File: src/assert_macros.svh
// Assertion macros shared by the RTL of the escape decoder.
// Requires a port or signal named clock and one named reset in the using module.
`ifndef ASSERT_MACROS_SVH
`define ASSERT_MACROS_SVH

// Check that cons holds in the same cycle as ante.
`define ESU8_ASSERT_NOW(lbl, ante, cons, msg) \
   lbl: assert property (@(posedge clock) disable iff (reset) (ante) |-> (cons)) \
      else $error(msg);

// Check that cons holds in the cycle after ante.
`define ESU8_ASSERT_NEXT(lbl, ante, cons, msg) \
   lbl: assert property (@(posedge clock) disable iff (reset) (ante) |=> (cons)) \
      else $error(msg);

`endif

File: src/esu8_pkg.sv
// Shared types, codes and constants of the escaped string to UTF-8 decoder.
// No dependencies; used by every other file of the block but assert_macros.svh.
`default_nettype none

package esu8_pkg;

   // default width of the byte and unit counters
   localparam int COUNT_WIDTH_DEF = 16;

   // field widths fixed by the interface
   localparam int UNIT_W     = 16;
   localparam int BYTE_W     = 8;
   localparam int REPORT_W   = 16;
   localparam int CSR_ADDR_W = 4;
   localparam int CSR_DATA_W = 32;
   localparam int MAX_BYTES  = 4;

   // register indexes (byte address is 4 times the index)
   localparam logic [1:0] REG_MAX_RESULT_SIZE = 2'd0;
   localparam logic [1:0] REG_LIMIT_ENABLED   = 2'd1;
   localparam logic [1:0] REG_MIN_RESULT_SIZE = 2'd2;
   localparam logic [1:0] REG_COUNT_ONLY      = 2'd3;

   // register reset values
   localparam logic [15:0] MAX_RESULT_SIZE_RST = 16'hFFFF;
   localparam logic        LIMIT_ENABLED_RST   = 1'b0;
   localparam logic [15:0] MIN_RESULT_SIZE_RST = 16'h0000;
   localparam logic        COUNT_ONLY_RST      = 1'b0;

   // result status codes, ordered by severity
   localparam logic [1:0] ST_OK      = 2'd0;
   localparam logic [1:0] ST_INTER   = 2'd1;
   localparam logic [1:0] ST_INVALID = 2'd2;

   typedef enum logic [1:0] {
      MODE_NORMAL = 2'd0,
      MODE_AFTER  = 2'd1,
      MODE_HEX    = 2'd2,
      MODE_OCT    = 2'd3
   } mode_type;

   typedef struct packed {
      logic [15:0] max_result_size;
      logic        limit_enabled;
      logic [15:0] min_result_size;
      logic        count_only;
   } cfg_type;

   typedef struct packed {
      mode_type   mode;
      logic [7:0] escape_value;
      logic [1:0] digits_taken;
      logic [1:0] octal_digit_limit;
      logic [1:0] code_status;
      logic       halted;
      logic       seen_unit;
   } parse_state_type;

   localparam parse_state_type PARSE_RST = '{
      mode:              MODE_NORMAL,
      escape_value:      8'h00,
      digits_taken:      2'd0,
      octal_digit_limit: 2'd3,
      code_status:       ST_OK,
      halted:            1'b0,
      seen_unit:         1'b0
   };

   // what one transaction on the input produces, before counters
   typedef struct packed {
      logic [MAX_BYTES-1:0][BYTE_W-1:0] bytes;
      logic [2:0]                       nbytes;
      logic [1:0]                       status;
      logic                             stop;
   } report_type;

endpackage

`default_nettype wire

File: src/esu8_req_if.sv
// Input channel of the escape decoder: one UTF-16 code unit per transaction.
// Depends on esu8_pkg.
`default_nettype none

interface esu8_req_if;
   import esu8_pkg::*;

   logic              valid;
   logic              ready;
   logic [UNIT_W-1:0] code_unit;
   logic              unit_present;
   logic              end_of_string;

   modport source (output valid, code_unit, unit_present, end_of_string, input ready);
   modport sink   (input valid, code_unit, unit_present, end_of_string, output ready);
endinterface

`default_nettype wire

File: src/esu8_rsp_if.sv
// Result channel of the escape decoder: one byte or status per transaction.
// Depends on esu8_pkg.
`default_nettype none

interface esu8_rsp_if;
   import esu8_pkg::*;

   logic                valid;
   logic                ready;
   logic [BYTE_W-1:0]   data_byte;
   logic                byte_valid;
   logic                run_last;
   logic [1:0]          status;
   logic [REPORT_W-1:0] bytes_so_far;
   logic [REPORT_W-1:0] units_used;
   logic                stopped;

   modport source (output valid, data_byte, byte_valid, run_last, status, bytes_so_far,
                   units_used, stopped, input ready);
   modport sink   (input valid, data_byte, byte_valid, run_last, status, bytes_so_far,
                   units_used, stopped, output ready);
endinterface

`default_nettype wire

File: src/esu8_csr.sv
// APB-style configuration registers of the escape decoder.
// Depends on esu8_pkg.
`default_nettype none

module esu8_csr (
   input  logic                               clock,
   input  logic                               reset,
   input  logic                               psel,
   input  logic                               penable,
   input  logic                               pwrite,
   input  logic [esu8_pkg::CSR_ADDR_W-1:0]    paddr,
   input  logic [esu8_pkg::CSR_DATA_W-1:0]    pwdata,
   output logic [esu8_pkg::CSR_DATA_W-1:0]    prdata,
   output logic                               pready,
   output esu8_pkg::cfg_type                  cfg
);
   import esu8_pkg::*;

   cfg_type    cfg_ff;
   logic       wr_en;
   logic [1:0] reg_idx;

   assign pready  = 1'b1;
   assign wr_en   = psel && penable && pwrite && pready;
   assign reg_idx = paddr[3:2];
   assign cfg     = cfg_ff;

   // write the addressed register at the access phase
   always_ff @(posedge clock) begin
      if (reset) begin
         cfg_ff.max_result_size <= MAX_RESULT_SIZE_RST;
         cfg_ff.limit_enabled   <= LIMIT_ENABLED_RST;
         cfg_ff.min_result_size <= MIN_RESULT_SIZE_RST;
         cfg_ff.count_only      <= COUNT_ONLY_RST;
      end else if (wr_en) begin
         unique case (reg_idx)
            REG_MAX_RESULT_SIZE: cfg_ff.max_result_size <= pwdata[15:0];
            REG_LIMIT_ENABLED:   cfg_ff.limit_enabled   <= pwdata[0];
            REG_MIN_RESULT_SIZE: cfg_ff.min_result_size <= pwdata[15:0];
            REG_COUNT_ONLY:      cfg_ff.count_only      <= pwdata[0];
            default: ;
         endcase
      end
   end

   // read back the addressed register
   always_comb begin
      prdata = '0;
      unique case (reg_idx)
         REG_MAX_RESULT_SIZE: prdata = CSR_DATA_W'(cfg_ff.max_result_size);
         REG_LIMIT_ENABLED:   prdata = CSR_DATA_W'(cfg_ff.limit_enabled);
         REG_MIN_RESULT_SIZE: prdata = CSR_DATA_W'(cfg_ff.min_result_size);
         REG_COUNT_ONLY:      prdata = CSR_DATA_W'(cfg_ff.count_only);
         default:             prdata = '0;
      endcase
   end

endmodule

`default_nettype wire

File: src/esu8_step.sv
// Decode step of the escape decoder: one code unit against the parse state.
// Produces up to four bytes, the status and the next state. Depends on esu8_pkg.
`default_nettype none

module esu8_step #(
   parameter int CountWidth = esu8_pkg::COUNT_WIDTH_DEF
) (
   input  esu8_pkg::cfg_type                 cfg,
   input  esu8_pkg::parse_state_type         pst,
   input  logic [CountWidth-1:0]             bc,
   input  logic [CountWidth-1:0]             uc,
   input  logic [esu8_pkg::UNIT_W-1:0]       code_unit,
   input  logic                              unit_present,
   input  logic                              end_of_string,
   output esu8_pkg::parse_state_type         pst_next,
   output logic [CountWidth-1:0]             bc_next,
   output logic [CountWidth-1:0]             uc_next,
   output logic [CountWidth-1:0]             rep_bc,
   output logic [CountWidth-1:0]             rep_uc,
   output esu8_pkg::report_type              report
);
   import esu8_pkg::*;

   localparam int WideW = (CountWidth > 16) ? CountWidth : 16;
   localparam logic [CountWidth-1:0] CountMax = {CountWidth{1'b1}};

   logic [WideW-1:0]      max_wide;
   logic [CountWidth-1:0] lim;

   function automatic logic [CountWidth-1:0] sat_inc(input logic [CountWidth-1:0] v);
      return (v == CountMax) ? v : v + 1'b1;
   endfunction

   function automatic logic [1:0] worse(input logic [1:0] cur, input logic [1:0] s);
      return (s > cur) ? s : cur;
   endfunction

   // hex digit: valid bit over value
   function automatic logic [4:0] hex_digit(input logic [UNIT_W-1:0] u);
      logic [4:0] r;
      r = '0;
      if (u >= 16'h0030 && u <= 16'h0039)      r = {1'b1, 4'(u - 16'h0030)};
      else if (u >= 16'h0041 && u <= 16'h0046) r = {1'b1, 4'(u - 16'h0037)};
      else if (u >= 16'h0061 && u <= 16'h0066) r = {1'b1, 4'(u - 16'h0057)};
      return r;
   endfunction

   // octal digit: valid bit over value
   function automatic logic [3:0] oct_digit(input logic [UNIT_W-1:0] u);
      return (u >= 16'h0030 && u <= 16'h0037) ? {1'b1, 3'(u - 16'h0030)} : 4'h0;
   endfunction

   // single-letter control escape: valid bit over byte
   function automatic logic [8:0] ctl_code(input logic [UNIT_W-1:0] u);
      logic [8:0] r;
      unique case (u)
         16'h005C: r = {1'b1, 8'h5C};
         16'h006E: r = {1'b1, 8'h0A};
         16'h0072: r = {1'b1, 8'h0D};
         16'h0074: r = {1'b1, 8'h09};
         16'h0076: r = {1'b1, 8'h0B};
         16'h0066: r = {1'b1, 8'h0C};
         16'h0062: r = {1'b1, 8'h08};
         16'h0061: r = {1'b1, 8'h07};
         default:  r = 9'h000;
      endcase
      return r;
   endfunction

   // effective byte limit
   assign max_wide = WideW'(cfg.max_result_size);
   assign lim = (cfg.limit_enabled && max_wide < WideW'(CountMax))
              ? CountWidth'(max_wide) : CountMax;

   always_comb begin : step_logic
      parse_state_type       s;
      logic [CountWidth-1:0] b;
      logic [CountWidth-1:0] n_units;
      logic [2:0]            nb;
      logic [MAX_BYTES-1:0][BYTE_W-1:0] bytes;
      logic                  plain_go;
      logic [4:0]            hx;
      logic [3:0]            oc;
      logic [8:0]            cc;
      logic [1:0]            plen;
      logic [2:0][7:0]       pbytes;
      logic [CountWidth:0]   need;

      s        = pst;
      b        = bc;
      n_units  = uc;
      nb       = '0;
      bytes    = '0;
      plain_go = 1'b0;
      hx       = hex_digit(code_unit);
      oc       = oct_digit(code_unit);
      cc       = ctl_code(code_unit);

      // limit may have been lowered between transactions
      if (!s.halted && b >= lim) s.halted = 1'b1;

      if (unit_present) begin
         s.seen_unit = 1'b1;
         if (!s.halted) begin
            unique case (s.mode)
               MODE_AFTER: begin
                  if (cc[8]) begin
                     if (nb < 3'd4) bytes[nb[1:0]] = cc[7:0];
                     nb = nb + 3'd1;
                     b = sat_inc(b);
                     n_units = sat_inc(n_units);
                     s.mode = MODE_NORMAL;
                  end else if (code_unit == 16'h0078 || code_unit == 16'h0058) begin
                     n_units = sat_inc(n_units);
                     s.escape_value = '0;
                     s.digits_taken = '0;
                     s.mode = MODE_HEX;
                  end else if (oc[3]) begin
                     n_units = sat_inc(n_units);
                     s.escape_value = 8'(oc[2:0]);
                     s.digits_taken = 2'd1;
                     s.octal_digit_limit = (oc[2:0] > 3'd3) ? 2'd2 : 2'd3;
                     s.mode = MODE_OCT;
                  end else begin
                     s.escape_value = '0;
                     plain_go = 1'b1;
                  end
               end
               MODE_HEX: begin
                  if (hx[4]) begin
                     n_units = sat_inc(n_units);
                     s.escape_value = {s.escape_value[3:0], hx[3:0]};
                     s.digits_taken = s.digits_taken + 2'd1;
                     if (s.digits_taken >= 2'd2) begin
                        if (nb < 3'd4) bytes[nb[1:0]] = s.escape_value;
                        nb = nb + 3'd1;
                        b = sat_inc(b);
                        s.mode = MODE_NORMAL;
                     end
                  end else begin
                     plain_go = 1'b1;
                  end
               end
               MODE_OCT: begin
                  if (oc[3]) begin
                     n_units = sat_inc(n_units);
                     s.escape_value = {s.escape_value[4:0], oc[2:0]};
                     s.digits_taken = s.digits_taken + 2'd1;
                     if (s.digits_taken >= s.octal_digit_limit) begin
                        if (nb < 3'd4) bytes[nb[1:0]] = s.escape_value;
                        nb = nb + 3'd1;
                        b = sat_inc(b);
                        s.mode = MODE_NORMAL;
                     end
                  end else begin
                     plain_go = 1'b1;
                  end
               end
               default: ;
            endcase

            // close a short number, then read the unit as plain text
            if (plain_go && s.mode != MODE_NORMAL) begin
               if (nb < 3'd4) bytes[nb[1:0]] = s.escape_value;
               nb = nb + 3'd1;
               b = sat_inc(b);
               s.code_status = worse(s.code_status, ST_INTER);
               s.mode = MODE_NORMAL;
            end
            if (s.mode == MODE_NORMAL && !plain_go && pst.mode == MODE_NORMAL) begin
               plain_go = 1'b1;
            end
         end
      end

      // plain unit: UTF-8 encode with limit check
      plen   = (code_unit < 16'h0080) ? 2'd1 : (code_unit < 16'h0800) ? 2'd2 : 2'd3;
      pbytes = '0;
      unique case (plen)
         2'd1: pbytes[0] = code_unit[7:0];
         2'd2: begin
            pbytes[0] = {3'b110, code_unit[10:6]};
            pbytes[1] = {2'b10, code_unit[5:0]};
         end
         default: begin
            pbytes[0] = {4'b1110, code_unit[15:12]};
            pbytes[1] = {2'b10, code_unit[11:6]};
            pbytes[2] = {2'b10, code_unit[5:0]};
         end
      endcase
      need = {1'b0, b} + (CountWidth + 1)'(plen);

      if (plain_go && !s.halted) begin
         if (b >= lim) begin
            s.halted = 1'b1;
         end else if (code_unit == 16'h005C) begin
            n_units = sat_inc(n_units);
            s.mode = MODE_AFTER;
         end else if (code_unit >= 16'hD800 && code_unit <= 16'hDFFF) begin
            s.code_status = worse(s.code_status, ST_INVALID);
            s.halted = 1'b1;
         end else if (need > {1'b0, lim}) begin
            s.code_status = worse(s.code_status, ST_INVALID);
            s.halted = 1'b1;
         end else begin
            for (int k = 0; k < 3; k++) begin
               if (k < int'(plen)) begin
                  if (nb < 3'd4) bytes[nb[1:0]] = pbytes[k];
                  nb = nb + 3'd1;
                  b = sat_inc(b);
               end
            end
            n_units = sat_inc(n_units);
         end
      end

      // flush a pending escape at the end of the string; flag a string with no unit when a minimum size is set
      if (end_of_string) begin
         if (!s.halted) begin
            if (s.mode == MODE_AFTER) begin
               if (nb < 3'd4) bytes[nb[1:0]] = 8'h00;
               nb = nb + 3'd1;
               b = sat_inc(b);
               s.code_status = worse(s.code_status, ST_INTER);
            end else if (s.mode == MODE_HEX || s.mode == MODE_OCT) begin
               if (nb < 3'd4) bytes[nb[1:0]] = s.escape_value;
               nb = nb + 3'd1;
               b = sat_inc(b);
               s.code_status = worse(s.code_status, ST_INTER);
            end
            s.mode = MODE_NORMAL;
         end
         if (!s.seen_unit && cfg.min_result_size != '0) begin
            s.code_status = worse(s.code_status, ST_INTER);
         end
      end

      report.bytes  = bytes;
      report.nbytes = nb;
      report.status = s.code_status;
      report.stop   = s.halted || (b >= lim);
      rep_bc        = b;
      rep_uc        = n_units;

      // start over after the end of a string
      pst_next = end_of_string ? PARSE_RST : s;
      bc_next  = end_of_string ? '0 : b;
      uc_next  = end_of_string ? '0 : n_units;
   end

endmodule

`default_nettype wire

File: src/escaped_string_to_utf8_bytes.sv
// Top level of the C-style escaped string to UTF-8 byte decoder.
// Depends on esu8_pkg, esu8_req_if, esu8_rsp_if, esu8_csr, esu8_step, assert_macros.svh.
`default_nettype none
`include "assert_macros.svh"

// Decodes one UTF-16 code unit per input transaction of an escaped string and
// emits the resulting bytes, one byte per result transaction, each carrying the
// running status, byte count, consumed unit count and stop flag; an item with no
// byte (or any item in count-only mode) gives one status-only result. Each item
// is decoded in the cycle it is accepted and its results appear from the next
// cycle out of a four-byte result buffer, which holds an item's results until
// the sink takes them, so the block takes one item per cycle while items give
// one result each and the sink is ready; an item with several bytes holds the
// input until its last result is taken. A string ends with an end_of_string item,
// after which all decode state returns to its reset value. Configure through
// the APB port only while no transaction is in flight.
module escaped_string_to_utf8_bytes #(
   parameter int CountWidth = esu8_pkg::COUNT_WIDTH_DEF
) (
   input  logic                               clock,
   input  logic                               reset,
   esu8_req_if.sink                           req_ch,
   esu8_rsp_if.source                         rsp_ch,
   input  logic                               psel,
   input  logic                               penable,
   input  logic                               pwrite,
   input  logic [esu8_pkg::CSR_ADDR_W-1:0]    paddr,
   input  logic [esu8_pkg::CSR_DATA_W-1:0]    pwdata,
   output logic [esu8_pkg::CSR_DATA_W-1:0]    prdata,
   output logic                               pready
);
   import esu8_pkg::*;

   cfg_type               cfg;
   parse_state_type       pst_ff, pst_in;
   logic [CountWidth-1:0] bc_ff, bc_in;
   logic [CountWidth-1:0] uc_ff, uc_in;
   logic [CountWidth-1:0] rep_bc, rep_uc;
   report_type            report;

   logic [MAX_BYTES-1:0][BYTE_W-1:0] obuf_ff;
   logic [2:0]                       rem_ff;
   logic                             obyte_ff;
   logic [1:0]                       ostatus_ff;
   logic [REPORT_W-1:0]              obc_ff;
   logic [REPORT_W-1:0]              ouc_ff;
   logic                             ostop_ff;

   logic accept;
   logic take;
   logic emit_bytes;

   esu8_csr u_csr (
      .clock   (clock),
      .reset   (reset),
      .psel    (psel),
      .penable (penable),
      .pwrite  (pwrite),
      .paddr   (paddr),
      .pwdata  (pwdata),
      .prdata  (prdata),
      .pready  (pready),
      .cfg     (cfg)
   );

   esu8_step #(.CountWidth(CountWidth)) u_step (
      .cfg           (cfg),
      .pst           (pst_ff),
      .bc            (bc_ff),
      .uc            (uc_ff),
      .code_unit     (req_ch.code_unit),
      .unit_present  (req_ch.unit_present),
      .end_of_string (req_ch.end_of_string),
      .pst_next      (pst_in),
      .bc_next       (bc_in),
      .uc_next       (uc_in),
      .rep_bc        (rep_bc),
      .rep_uc        (rep_uc),
      .report        (report)
   );

   // take a new item when the buffer is empty or gives up its last result now
   assign req_ch.ready = (rem_ff == 3'd0) || (rem_ff == 3'd1 && rsp_ch.ready);
   assign accept       = req_ch.valid && req_ch.ready;
   assign take         = rsp_ch.valid && rsp_ch.ready;
   assign emit_bytes   = !cfg.count_only && report.nbytes != 3'd0;

   // hold decode state between items
   always_ff @(posedge clock) begin
      if (reset) begin
         pst_ff <= PARSE_RST;
         bc_ff  <= '0;
         uc_ff  <= '0;
      end else if (accept) begin
         pst_ff <= pst_in;
         bc_ff  <= bc_in;
         uc_ff  <= uc_in;
      end
   end

   // result buffer: load on accept, advance one byte per transaction
   always_ff @(posedge clock) begin
      if (reset) begin
         rem_ff <= '0;
      end else if (accept) begin
         rem_ff <= emit_bytes ? report.nbytes : 3'd1;
      end else if (take) begin
         rem_ff <= rem_ff - 3'd1;
      end
   end

   always_ff @(posedge clock) begin
      if (accept) begin
         obuf_ff    <= emit_bytes ? report.bytes : '0;
         obyte_ff   <= emit_bytes;
         ostatus_ff <= report.status;
         obc_ff     <= REPORT_W'(rep_bc);
         ouc_ff     <= REPORT_W'(rep_uc);
         ostop_ff   <= report.stop;
      end else if (take) begin
         obuf_ff <= obuf_ff >> BYTE_W;
      end
   end

   assign rsp_ch.valid        = rem_ff != 3'd0;
   assign rsp_ch.data_byte    = obuf_ff[0];
   assign rsp_ch.byte_valid   = obyte_ff;
   assign rsp_ch.run_last     = rem_ff == 3'd1;
   assign rsp_ch.status       = ostatus_ff;
   assign rsp_ch.bytes_so_far = obc_ff;
   assign rsp_ch.units_used   = ouc_ff;
   assign rsp_ch.stopped      = ostop_ff;

   `ESU8_ASSERT_NOW(a_buf_depth, 1'b1, rem_ff <= 3'd4, "result buffer count out of range")
   `ESU8_ASSERT_NOW(a_status_alone, rsp_ch.valid && !rsp_ch.byte_valid, rsp_ch.run_last,
      "status-only result is not the last of its item")
   `ESU8_ASSERT_NOW(a_no_bytes_counting, rsp_ch.valid && rsp_ch.byte_valid, !cfg.count_only,
      "byte result emitted in count-only mode")
   `ESU8_ASSERT_NEXT(a_string_reset, accept && req_ch.end_of_string,
      bc_ff == '0 && uc_ff == '0 && pst_ff.mode == MODE_NORMAL && !pst_ff.halted,
      "decode state not cleared after end of string")

endmodule

`default_nettype wire
File: src/flat_wrapper.sv
// flat-port wrapper written by rule: the top's interface ports become plain ports
module escaped_string_to_utf8_bytes_flat import esu8_pkg::*;
#(
   parameter int CountWidth = esu8_pkg::COUNT_WIDTH_DEF
)
  (clock, reset, psel, penable, pwrite, paddr, pwdata, prdata, pready, req_ch_valid, req_ch_code_unit, req_ch_unit_present, req_ch_end_of_string, req_ch_ready, rsp_ch_valid, rsp_ch_data_byte, rsp_ch_byte_valid, rsp_ch_run_last, rsp_ch_status, rsp_ch_bytes_so_far, rsp_ch_units_used, rsp_ch_stopped, rsp_ch_ready);
  esu8_req_if req_ch_i ();
  esu8_rsp_if rsp_ch_i ();
  input  logic clock;
  input  logic reset;
  input  logic psel;
  input  logic penable;
  input  logic pwrite;
  input  logic [esu8_pkg::CSR_ADDR_W-1:0] paddr;
  input  logic [esu8_pkg::CSR_DATA_W-1:0] pwdata;
  output logic [esu8_pkg::CSR_DATA_W-1:0] prdata;
  output logic pready;
  input wire logic [$bits(req_ch_i.valid)-1:0] req_ch_valid;
  input wire logic [$bits(req_ch_i.code_unit)-1:0] req_ch_code_unit;
  input wire logic [$bits(req_ch_i.unit_present)-1:0] req_ch_unit_present;
  input wire logic [$bits(req_ch_i.end_of_string)-1:0] req_ch_end_of_string;
  output wire logic [$bits(req_ch_i.ready)-1:0] req_ch_ready;
  output wire logic [$bits(rsp_ch_i.valid)-1:0] rsp_ch_valid;
  output wire logic [$bits(rsp_ch_i.data_byte)-1:0] rsp_ch_data_byte;
  output wire logic [$bits(rsp_ch_i.byte_valid)-1:0] rsp_ch_byte_valid;
  output wire logic [$bits(rsp_ch_i.run_last)-1:0] rsp_ch_run_last;
  output wire logic [$bits(rsp_ch_i.status)-1:0] rsp_ch_status;
  output wire logic [$bits(rsp_ch_i.bytes_so_far)-1:0] rsp_ch_bytes_so_far;
  output wire logic [$bits(rsp_ch_i.units_used)-1:0] rsp_ch_units_used;
  output wire logic [$bits(rsp_ch_i.stopped)-1:0] rsp_ch_stopped;
  input wire logic [$bits(rsp_ch_i.ready)-1:0] rsp_ch_ready;
  assign req_ch_i.valid = req_ch_valid;
  assign req_ch_i.code_unit = req_ch_code_unit;
  assign req_ch_i.unit_present = req_ch_unit_present;
  assign req_ch_i.end_of_string = req_ch_end_of_string;
  assign req_ch_ready = req_ch_i.ready;
  assign rsp_ch_valid = rsp_ch_i.valid;
  assign rsp_ch_data_byte = rsp_ch_i.data_byte;
  assign rsp_ch_byte_valid = rsp_ch_i.byte_valid;
  assign rsp_ch_run_last = rsp_ch_i.run_last;
  assign rsp_ch_status = rsp_ch_i.status;
  assign rsp_ch_bytes_so_far = rsp_ch_i.bytes_so_far;
  assign rsp_ch_units_used = rsp_ch_i.units_used;
  assign rsp_ch_stopped = rsp_ch_i.stopped;
  assign rsp_ch_i.ready = rsp_ch_ready;
  escaped_string_to_utf8_bytes #(.CountWidth(CountWidth)) u_core (.clock(clock), .reset(reset), .req_ch(req_ch_i), .rsp_ch(rsp_ch_i), .psel(psel), .penable(penable), .pwrite(pwrite), .paddr(paddr), .pwdata(pwdata), .prdata(prdata), .pready(pready));
endmodule
File: config.mk
export PLATFORM = sky130hd
export DESIGN_NAME = escaped_string_to_utf8_bytes_flat
export DESIGN_NICKNAME = d
export VERILOG_FILES = /design/src/esu8_pkg.sv /design/src/esu8_req_if.sv /design/src/esu8_rsp_if.sv /design/src/esu8_csr.sv /design/src/esu8_step.sv /design/src/escaped_string_to_utf8_bytes.sv /design/src/flat_wrapper.sv
export VERILOG_INCLUDE_DIRS = /design/src /design/src/src
export SDC_FILE = /design/constraint.sdc
export NUM_CORES = 1
export LEC_CHECK = 0
export ABC_CLOCK_PERIOD_IN_PS = 16000
export BUFFER_PORTS_ARGS = -buffer_cell sky130_fd_sc_hd__buf_2
export CAP_MARGIN = 20
export CORE_ASPECT_RATIO = 0.8
export CORE_MARGIN = 3
export CORE_UTILIZATION = 44
export CTS_CLUSTER_SIZE = 20
export DETAILED_ROUTE_END_ITERATION = 12
export SLEW_MARGIN = 40
export SYNTH_ARGS = -nofsm -noshare
export SYNTH_HDL_FRONTEND = slang
export SYNTH_SLANG_ARGS = --single-unit
File: constraint.sdc
create_clock -name clock -period 16 [get_ports clock]
set_input_delay 0.8 -clock clock [delete_from_list [all_inputs] [get_ports clock]]
set_output_delay 0.8 -clock clock [all_outputs]
set_load 0.1 [all_outputs]
==> results of run 1 <==
cell families (layout without fill, tap and decap cells):
group           Yosys count  in the layout  synth area share (%)
compound gates          640            640                  28.1
flops                   155            155                  23.7
mux                      53             53                  3.48
fa+ha+maj               101            101                  7.95
xor+xnor                 83             83                  4.69
buf+inv                 208            228                  5.71
simple gates            843            843                  26.3
other cells               2             18                0.0470
worst max-delay path, delay by kind of cell:
kind	cells	cell delay [ns]
adders and majority gates	6	1.93
and+or+nand+nor	21	4.08
buffers and inverters	4	0.81
muxes	2	0.60
xor gates and xnor gates	1	0.18
AOI/OAI and AO/OA	31	6.55
power groups by stage:
stage | logic, mW | registers [mW] | clock network (mW)
floorplan | 0.331 | 0.651 | 0
global placement | 0.560 | 0.520 | 0
detailed placement | 0.569 | 0.521 | 0
global route | 0.604 | 0.518 | 0.433
CTS | 0.570 | 0.512 | 0.418
finish | 0.573 | 0.512 | 0.411
through the flow:
| stage | setup WS [ns] | utilization, % | power (mW) |
|---|---|---|---|
| after global routing | 0.0457 | 49.3 | 1.56 |
| after detailed placement | 0.937 | 47.6 | 1.09 |
| after floorplan | 2.89 | - | 0.983 |
| after global placement | 1.19 | 47.5 | 1.08 |
| final | 1.18 | 49.3 | 1.50 |
| after CTS | 1.36 | 49.2 | 1.50 |
layout by cell type (no fill, tap or decap), drive strengths merged, types with 36 or more instances in the layout:
| master | synthesis | layout |
|---|---|---|
| xnor2 | 63 | 63 |
| a31oi | 36 | 36 |
| nor3 | 61 | 61 |
| a22oi | 51 | 51 |
| a21oi | 182 | 182 |
| dfxtp | 87 | 87 |
| nand3 | 65 | 65 |
| edfxtp | 68 | 68 |
| nor2 | 233 | 233 |
| ha | 100 | 100 |
| nand2 | 234 | 234 |
| o21ai | 85 | 85 |
| mux2i | 41 | 41 |
| buf | 57 | 143 |
| inv | 51 | 58 |
flip-flops by register name, summed over array words and instances, names as in the netlist, 8 cells and up:
signal                      count
u_core.pst_ff                  18
u_core.obuf_ff                 24
u_core.rsp_ch.data_byte         8
u_core.bc_ff                   16
u_core.rsp_ch.bytes_so_far     16
u_core.rsp_ch.units_used       16
u_core.uc_ff                   16
u_core.u_csr.cfg               34
final cells by class:
type	count	share of cell area, %
Clock buffer	18	2.47
Antenna cell	1	0.0144
Sequential cell	155	21.8
Inverter	52	1.12
Multi-Input combinational cell	1737	65.6
Tap cell	472	3.40
Timing Repair Buffer	144	4.82
Clock inverter	14	0.770
per-layer routing:
layer / part of all wire (%) / global-route usage (%)
met1: 48 / 47.3
met2: 39 / 40.8
met3: 12 / 8.09
met4: 1.4 / 5.91
met5: 0.022 / 0
worst max-delay path by stage:
stage	start	endpoint	slack [ns]	cells past startpoint
CTS	req_ch_code_unit[0]	u_core.rsp_ch.stopped	1.36	65
finish	req_ch_code_unit[0]	u_core.rsp_ch.stopped	1.18	65
global route	req_ch_code_unit[0]	u_core.rsp_ch.stopped	0.05	66
global placement	req_ch_code_unit[0]	u_core.rsp_ch.stopped	1.19	65
detailed placement	req_ch_code_unit[0]	u_core.rsp_ch.stopped	0.94	65
floorplan	req_ch_code_unit[0]	u_core.rsp_ch.stopped	2.89	68
==> flow_summary.rst, run 1 <==
.. list-table::
   :header-rows: 1

   * - Metric
     - Value
   * - Cell taking the most area after synthesis
     - sky130_fd_sc_hd__edfxtp_1
   * - Wire length per cell after detailed routing
     - 22.7 µm
   * - Int Pwr
     - 811 µW
   * - Final setup fails
     - 0
   * - R2r setup slk
     - 1.51 ns
   * - First-pass GRT wire length
     - 91000 µm
   * - Share of the synthesized area in the top cell type
     - 12.8%
   * - Top FF cell, synth
     - sky130_fd_sc_hd__dfxtp_1
   * - Startpoint of the most critical hold path
     - u_core.pst_ff[5]
   * - Dominant cells by area after synthesis
     - sky130_fd_sc_hd__edfxtp_1, sky130_fd_sc_hd__dfxtp_1, sky130_fd_sc_hd__ha_1, sky130_fd_sc_hd__a21oi_1, sky130_fd_sc_hd__nand2_1
   * - YS warnings
     - 0
   * - Post-synth design cell area
     - 0.0160 mm²
   * - Layout overhead on the synthesized area
     - 8.77%
   * - FFs w/ async S/R, synth
     - 0%
   * - Total leakage power
     - 6.78 nW
   * - Number of buffers between clock root and the deepest sink
     - 2
   * - Capturing point of the worst reg2reg path
     - u_core.rsp_ch.stopped
   * - Power spent charging and discharging nets
     - 685 µW
   * - Clock Sinks
     - 155
   * - Element type at the critical path end
     - flop
   * - Post-route DRC violation count
     - 0
   * - NumNets Final
     - 2269
   * - Share of cells above drive strength 1
     - 12.6%
   * - Post-CTS clock slew at the launch and capture registers of the worst setup and hold paths
     - 0.07 ns
   * - Area of combinational cells with multiple inputs
     - 0.0114 mm²
   * - Switching Fraction
     - 45.8%
   * - Number of distinct library cell variants in the gate-level netlist after synthesis
     - 119
   * - Max capacitance violation total
     - 0
   * - Die area
     - 0.0387 mm²
   * - Final Hold Vio Count
     - 0
   * - GRT Resource Usage Total
     - 30.2%
   * - Actual transition at the worst max-transition pin
     - 0.826 ns
   * - Seq. cell area
     - 0.00378 mm²
   * - Rows
     - 61
   * - Maximum vdd drop
     - 0.191 mV
   * - Number of buffers inserted during clock tree synthesis
     - 17
   * - Required time of the critical path
     - 16.18 ns
   * - Drt first pass iters
     - 6
   * - Placeable core area
     - 0.0353 mm²
   * - Commonest cells post-synth
     - sky130_fd_sc_hd__nand2_1, sky130_fd_sc_hd__nor2_1, sky130_fd_sc_hd__a21oi_1, sky130_fd_sc_hd__ha_1, sky130_fd_sc_hd__clkbuf_1
   * - Number of antenna violations at the first check in global routing
     - 1
   * - Setup TNS
     - 0 ns
   * - Remaining max-slew budget at the tightest pin
     - 44.5%
   * - Initial core utilization
     - 45.3%
   * - CTS tree
     - built
   * - Buffer count from post-CTS setup fixing
     - 0
   * - Total number of vias
     - 16800
   * - Worst Hold Path EP
     - u_core.pst_ff[5]
   * - Count of fill cells added during filler insertion
     - 3534
   * - RSZ-0062 raised after global routing
     - false
   * - P per Cell Area
     - 86.0 mW/mm²
   * - Vertical die dimension
     - 176 µm
   * - Count of mapped cells out of synthesis
     - 2085
   * - Mapped Avg Cell Area
     - 7.67 µm²
   * - Part of the Yosys area used for sequential elements
     - 23.7%
   * - Min-delay worst type
     - reg2reg
   * - Clk_skew
     - 0.0145 ns
   * - Pin count of the biggest net entering global routing
     - 88
   * - Worst hold slack
     - 0.461 ns
   * - Part of the power in combinational logic
     - 38.3%
   * - Number of H-tree branching levels
     - 4
   * - Fmax achieved
     - 0.0675 GHz
   * - Portion of total power attributed to sequential cells
     - 34.2%
   * - Number of nets still failing antenna checks after routing
     - 0
   * - Root buffer cell
     - sky130_fd_sc_hd__clkbuf_16
   * - CTS resizes
     - 0
   * - Cell depth of the worst flop-to-flop path
     - 62
   * - Overflow left after global routing
     - 0
   * - Number of enable flip-flop cells after synthesis
     - 68
   * - Portion of the clock cycle consumed by the worst path in the final layout
     - 92.6%
   * - Count of non-filler cells in the finished layout
     - 2593
   * - Time the worst path needs with I/O delays and setup
     - 14.82 ns
   * - Clock group share of total power
     - 27.5%
   * - Max incr delay on CP
     - 0.61 ns
   * - Sum of net half-perimeters after detailed placement
     - 45000 µm
   * - Number of buffers inserted by port buffering
     - 105
   * - Cts hold-fix bufs
     - 0
   * - Width of the die
     - 219 µm
   * - RD Place Congestion
     - 0.980
   * - Via count normalized by instance count
     - 6.47
   * - Arrival time of data at the critical path endpoint
     - 15.00 ns
   * - Hold depth
     - 1
   * - Boundary pin count
     - 141
   * - Run status
     - completed
   * - Cell count after placement
     - 2558
   * - Number of max-slew violations in the final report
     - 0
   * - CP Class
     - in2reg
   * - Cell type of the slowest stage on the worst timing path
     - sky130_fd_sc_hd__o311ai_1
   * - Number of synthesized register bits
     - 155
   * - Clock latency reported for the late side of the worst-skew pair
     - 0.46 ns
   * - Initial detailed-routing violation count
     - 1960
   * - Critical Path Source Type
     - primary input
   * - Area after DPL
     - 0.0168 mm²
   * - Drt total wl
     - 58700 µm
   * - Area of all placed cells without fillers
     - 0.0174 mm²
   * - Critical Path Fanout Max
     - 29
   * - FF-to-FF Start
     - u_core.pst_ff[17]
   * - Vias in the first global route
     - 15300
No activity file was read; power rests on OpenSTA's default activity.
==> run 2: changes to the inputs <==
- ABC_AREA: not set -> 1
==> flow_summary.rst, run 2 <==
.. list-table::
   :header-rows: 1

   * - Metric
     - Value
   * - Share of cells above drive strength 1
     - 11.7% (was 12.6%)
   * - Vertical die dimension
     - 183 µm (was 176 µm)
   * - Buf+Inv Stages, Crit Path
     - 8 (was 4)
   * - Share of the synthesized area in the top cell type
     - 17.4% (was 12.8%)
   * - Overflow left after global routing
     - 0 (unchanged)
   * - Layout overhead on the synthesized area
     - 8.28% (was 8.77%)
   * - Portion of the clock cycle consumed by the worst path in the final layout
     - 76.1% (was 92.6%)
   * - Sum of net half-perimeters after detailed placement
     - 50800 µm (was 45000 µm)
   * - Area after DPL
     - 0.0180 mm² (was 0.0168 mm²)
   * - Clock latency reported for the late side of the worst-skew pair
     - 0.47 ns (was 0.46 ns)
   * - Number of nets still failing antenna checks after routing
     - 0 (unchanged)
   * - Post-route DRC violation count
     - 0 (unchanged)
   * - Most common cell type on the critical path
     - sky130_fd_sc_hd__nand2_1
   * - FFs w/ async S/R, synth
     - 0% (unchanged)
   * - Total leakage power
     - 8.47 nW (was 6.78 nW)
   * - Critical Path Source Type
     - flop (was primary input)
   * - CP Class
     - reg2reg (was in2reg)
   * - Part of the power in combinational logic
     - 46.0% (was 38.3%)
   * - First-pass GRT wire length
     - 100000 µm (was 91000 µm)
   * - Drt total wl
     - 64800 µm (was 58700 µm)
   * - Buffer count from post-CTS setup fixing
     - 0 (unchanged)
   * - Initial detailed-routing violation count
     - 2315 (was 1960)
   * - Setup TNS
     - 0 ns (unchanged)
   * - Commonest cells post-synth
     - sky130_fd_sc_hd__nand2_1, sky130_fd_sc_hd__inv_1, sky130_fd_sc_hd__nor2_1, sky130_fd_sc_hd__nand3_1, sky130_fd_sc_hd__o21ai_0 (was sky130_fd_sc_hd__nand2_1, sky130_fd_sc_hd__nor2_1, sky130_fd_sc_hd__a21oi_1, sky130_fd_sc_hd__ha_1, sky130_fd_sc_hd__clkbuf_1)
   * - Post-CTS clock slew at the launch and capture registers of the worst setup and hold paths
     - 0.07 ns (about the same)
   * - Commonest non-fill, non-tap cell in the layout
     - sky130_fd_sc_hd__nand2_1
   * - Cell count after placement
     - 3318 (was 2558)
   * - R2r setup slk
     - 3.82 ns (was 1.51 ns)
   * - GRT Resource Usage Total
     - 30.8% (was 30.2%)
   * - Wire length per cell after detailed routing
     - 19.3 µm (was 22.7 µm)
   * - CTS resizes
     - 0 (unchanged)
   * - Clk_skew
     - 0.0158 ns (was 0.0145 ns)
   * - Portion of total power attributed to sequential cells
     - 30.4% (was 34.2%)
   * - Part of the Yosys area used for sequential elements
     - 21.9% (was 23.7%)
   * - Min-delay worst type
     - reg2reg (unchanged)
   * - Top FF cell, synth
     - sky130_fd_sc_hd__dfxtp_1 (unchanged)
   * - Clock group share of total power
     - 23.6% (was 27.5%)
   * - Run status
     - completed (unchanged)
   * - Xor and xnor fraction of the mapped netlist area
     - 2.38% (was 4.69%)
   * - Cell type of the slowest stage on the worst timing path
     - sky130_fd_sc_hd__buf_4 (was sky130_fd_sc_hd__o311ai_1)
   * - Number of synthesized register bits
     - 155 (unchanged)
   * - Most repeated cell in the gate-level netlist after synthesis
     - sky130_fd_sc_hd__nand2_1
   * - Combinational family with the most area after synthesis
     - simple AND/OR/NAND/NOR gates (was compound AO/OA/AOI/OAI gates)
   * - Max capacitance violation total
     - 0 (unchanged)
   * - NumNets Final
     - 3004 (was 2269)
   * - Initial core utilization
     - 44.9% (was 45.3%)
   * - Required time of the critical path
     - 16.19 ns (was 16.18 ns)
   * - Boundary pin count
     - 141 (unchanged)
   * - YS warnings
     - 0 (unchanged)
   * - Most frequent cells in the layout
     - sky130_fd_sc_hd__nand2_1, sky130_fd_sc_hd__inv_1, sky130_fd_sc_hd__nor2_1 (was sky130_fd_sc_hd__nand2_1, sky130_fd_sc_hd__nor2_1, sky130_fd_sc_hd__a21oi_1)
   * - Number of distinct library cell variants in the gate-level netlist after synthesis
     - 68 (was 119)
   * - Width of the die
     - 227 µm (was 219 µm)
   * - Simple-gate area share of the yosys netlist
     - 39.8% (was 26.3%)
   * - Remaining max-slew budget at the tightest pin
     - 45.3% (was 44.5%)
   * - Final setup fails
     - 0 (unchanged)
   * - Number of antenna violations at the first check in global routing
     - 1 (unchanged)
   * - Power spent charging and discharging nets
     - 914 µW (was 685 µW)
   * - Cell taking the most area after synthesis
     - sky130_fd_sc_hd__nand2_1 (was sky130_fd_sc_hd__edfxtp_1)
   * - Die area
     - 0.0416 mm² (was 0.0387 mm²)
   * - Drt first pass iters
     - 6 (unchanged)
   * - Final Hold Vio Count
     - 0 (unchanged)
   * - Total number of vias
     - 19400 (was 16800)
   * - Int Pwr
     - 925 µW (was 811 µW)
   * - Switching Fraction
     - 49.7% (was 45.8%)
   * - Time the worst path needs with I/O delays and setup
     - 12.18 ns (was 14.82 ns)
   * - Post-synthesis adder-cell area fraction
     - 7.37% (was 7.95%)
   * - Placeable core area
     - 0.0384 mm² (was 0.0353 mm²)
   * - Mapped Avg Cell Area
     - 6.17 µm² (was 7.67 µm²)
   * - Largest register FFs
     - 34 (unchanged)
   * - Count of non-filler cells in the finished layout
     - 3351 (was 2593)
   * - Area fraction in compound gates after synthesis
     - 17.3% (was 28.1%)
   * - Vias in the first global route
     - 17500 (was 15300)
   * - Fmax achieved
     - 0.0821 GHz (was 0.0675 GHz)
   * - Top delay family on crit path
     - simple AND/OR/NAND/NOR gates (was compound AO/OA/AOI/OAI gates)
   * - Number of buffers inserted during clock tree synthesis
     - 17 (unchanged)
   * - RD Place Congestion
     - 0.976 (was 0.980)
   * - Pin count of the biggest net entering global routing
     - 74 (was 88)
   * - Number of max-slew violations in the final report
     - 0 (unchanged)
   * - Fraction of synthesized area in multiplexers
     - 0% (was 3.48%)
   * - Number of buffers between clock root and the deepest sink
     - 2 (unchanged)
   * - CTS tree
     - built (unchanged)
   * - Area of all placed cells without fillers
     - 0.0187 mm² (was 0.0174 mm²)
   * - Actual transition at the worst max-transition pin
     - 0.818 ns (was 0.826 ns)
   * - Root buffer cell
     - sky130_fd_sc_hd__clkbuf_16 (unchanged)
   * - Arrival time of data at the critical path endpoint
     - 12.37 ns (was 15.00 ns)
   * - Number of buffers inserted by port buffering
     - 105 (unchanged)
   * - Number of enable flip-flop cells after synthesis
     - 68 (unchanged)
   * - Count of mapped cells out of synthesis
     - 2795 (was 2085)
   * - Via count normalized by instance count
     - 5.79 (was 6.47)
   * - Dominant cells by area after synthesis
     - sky130_fd_sc_hd__nand2_1, sky130_fd_sc_hd__edfxtp_1, sky130_fd_sc_hd__dfxtp_1, sky130_fd_sc_hd__ha_1, sky130_fd_sc_hd__inv_1 (was sky130_fd_sc_hd__edfxtp_1, sky130_fd_sc_hd__dfxtp_1, sky130_fd_sc_hd__ha_1, sky130_fd_sc_hd__a21oi_1, sky130_fd_sc_hd__nand2_1)
   * - Max incr delay on CP
     - 0.52 ns (was 0.61 ns)
   * - P per Cell Area
     - 98.5 mW/mm² (was 86.0 mW/mm²)
   * - Rows
     - 64 (was 61)
   * - Cts hold-fix bufs
     - 0 (unchanged)
   * - Maximum vdd drop
     - 0.254 mV (was 0.191 mV)
   * - RSZ-0062 raised after global routing
     - false (unchanged)
   * - Critical Path Fanout Max
     - 55 (was 29)
   * - Number of H-tree branching levels
     - 4 (unchanged)
   * - Post-synth design cell area
     - 0.0172 mm² (was 0.0160 mm²)
   * - Element type at the critical path end
     - flop (unchanged)
   * - Clock Sinks
     - 155 (unchanged)
==> run 2: final cells by class <==
cell class | count | area [µm²]
clock inverter | 15 | 188
sequential | 155 | 3780
timing repair buffer | 130 | 717
clock buffer | 17 | 425
antenna | 1 | 2.50
inverter | 346 | 1300
multi-input combinational | 2192 | 11600
tap | 495 | 619
fill | 4038 | 19800
==> run 2: per-stage QoR <==
| step | setup slack (ns) | power (mW) | hold WS [ns] | util [%] |
|---|---|---|---|---|
| 5_1_grt | 2.86 | 1.93 | 0.494 | 48.6 |
| 3_5_place_dp | 3.60 | 1.40 | 0.457 | 46.9 |
| 3_3_place_gp | 3.63 | 1.39 | 0.435 | 46.9 |
| 2_1_floorplan | 5.64 | 1.22 | 0.420 | - |
| 6_report | 3.82 | 1.84 | 0.474 | 48.6 |
| 4_1_cts | 4.06 | 1.84 | 0.469 | 48.5 |
==> run 2: final timing paths <==
| check | depth (start not counted) | endpoint | from |
|---|---|---|---|
| setup reg to reg | 65 | u_core.rsp_ch.stopped | u_core.u_csr.cfg[20] |
| setup / recovery | 65 | u_core.rsp_ch.stopped | u_core.u_csr.cfg[20] |
| hold / removal | 2 | u_core.u_csr.cfg[2] | u_core.u_csr.cfg[2] |
| hold reg to reg | 2 | u_core.u_csr.cfg[2] | u_core.u_csr.cfg[2] |
==> run 2: cell families after synthesis <==
kind of cell               after synthesis
DFF                                    155
other                                    2
AOI/OAI and AO/OA                      495
xor gates and xnor gates                46
buffers and inverters                  463
adders and majority gates              101
and+or+nand+nor                       1533
==> run 2: metal layers <==
layer	global-route usage [%]	part of all wire [%]	vias up
met1	47.0	47	9027
met2	43.1	40	922
met5	0	0.012	-
li1	-	-	9363
met3	7.71	11	72
met4	7.02	1.7	2
==> run 2: worst register-to-register path: cells and delay by family, from the launching register on <==
family,cells,cell delay [ns]
simple gates,37,5.53
compound gates,13,2.40
fa+ha+maj,6,1.83
buf+inv,8,1.62
flops,1,0.44
xor+xnor,1,0.08
==> run 2: power groups by stage <==
stage                     clock [mW]  sequential, mW  combinational [mW]
final                          0.434           0.560               0.845
after global placement             0           0.565               0.827
after global routing           0.459           0.568               0.904
after CTS                      0.441           0.559               0.838
after detailed placement           0           0.567               0.833
after floorplan                    0           0.731               0.494
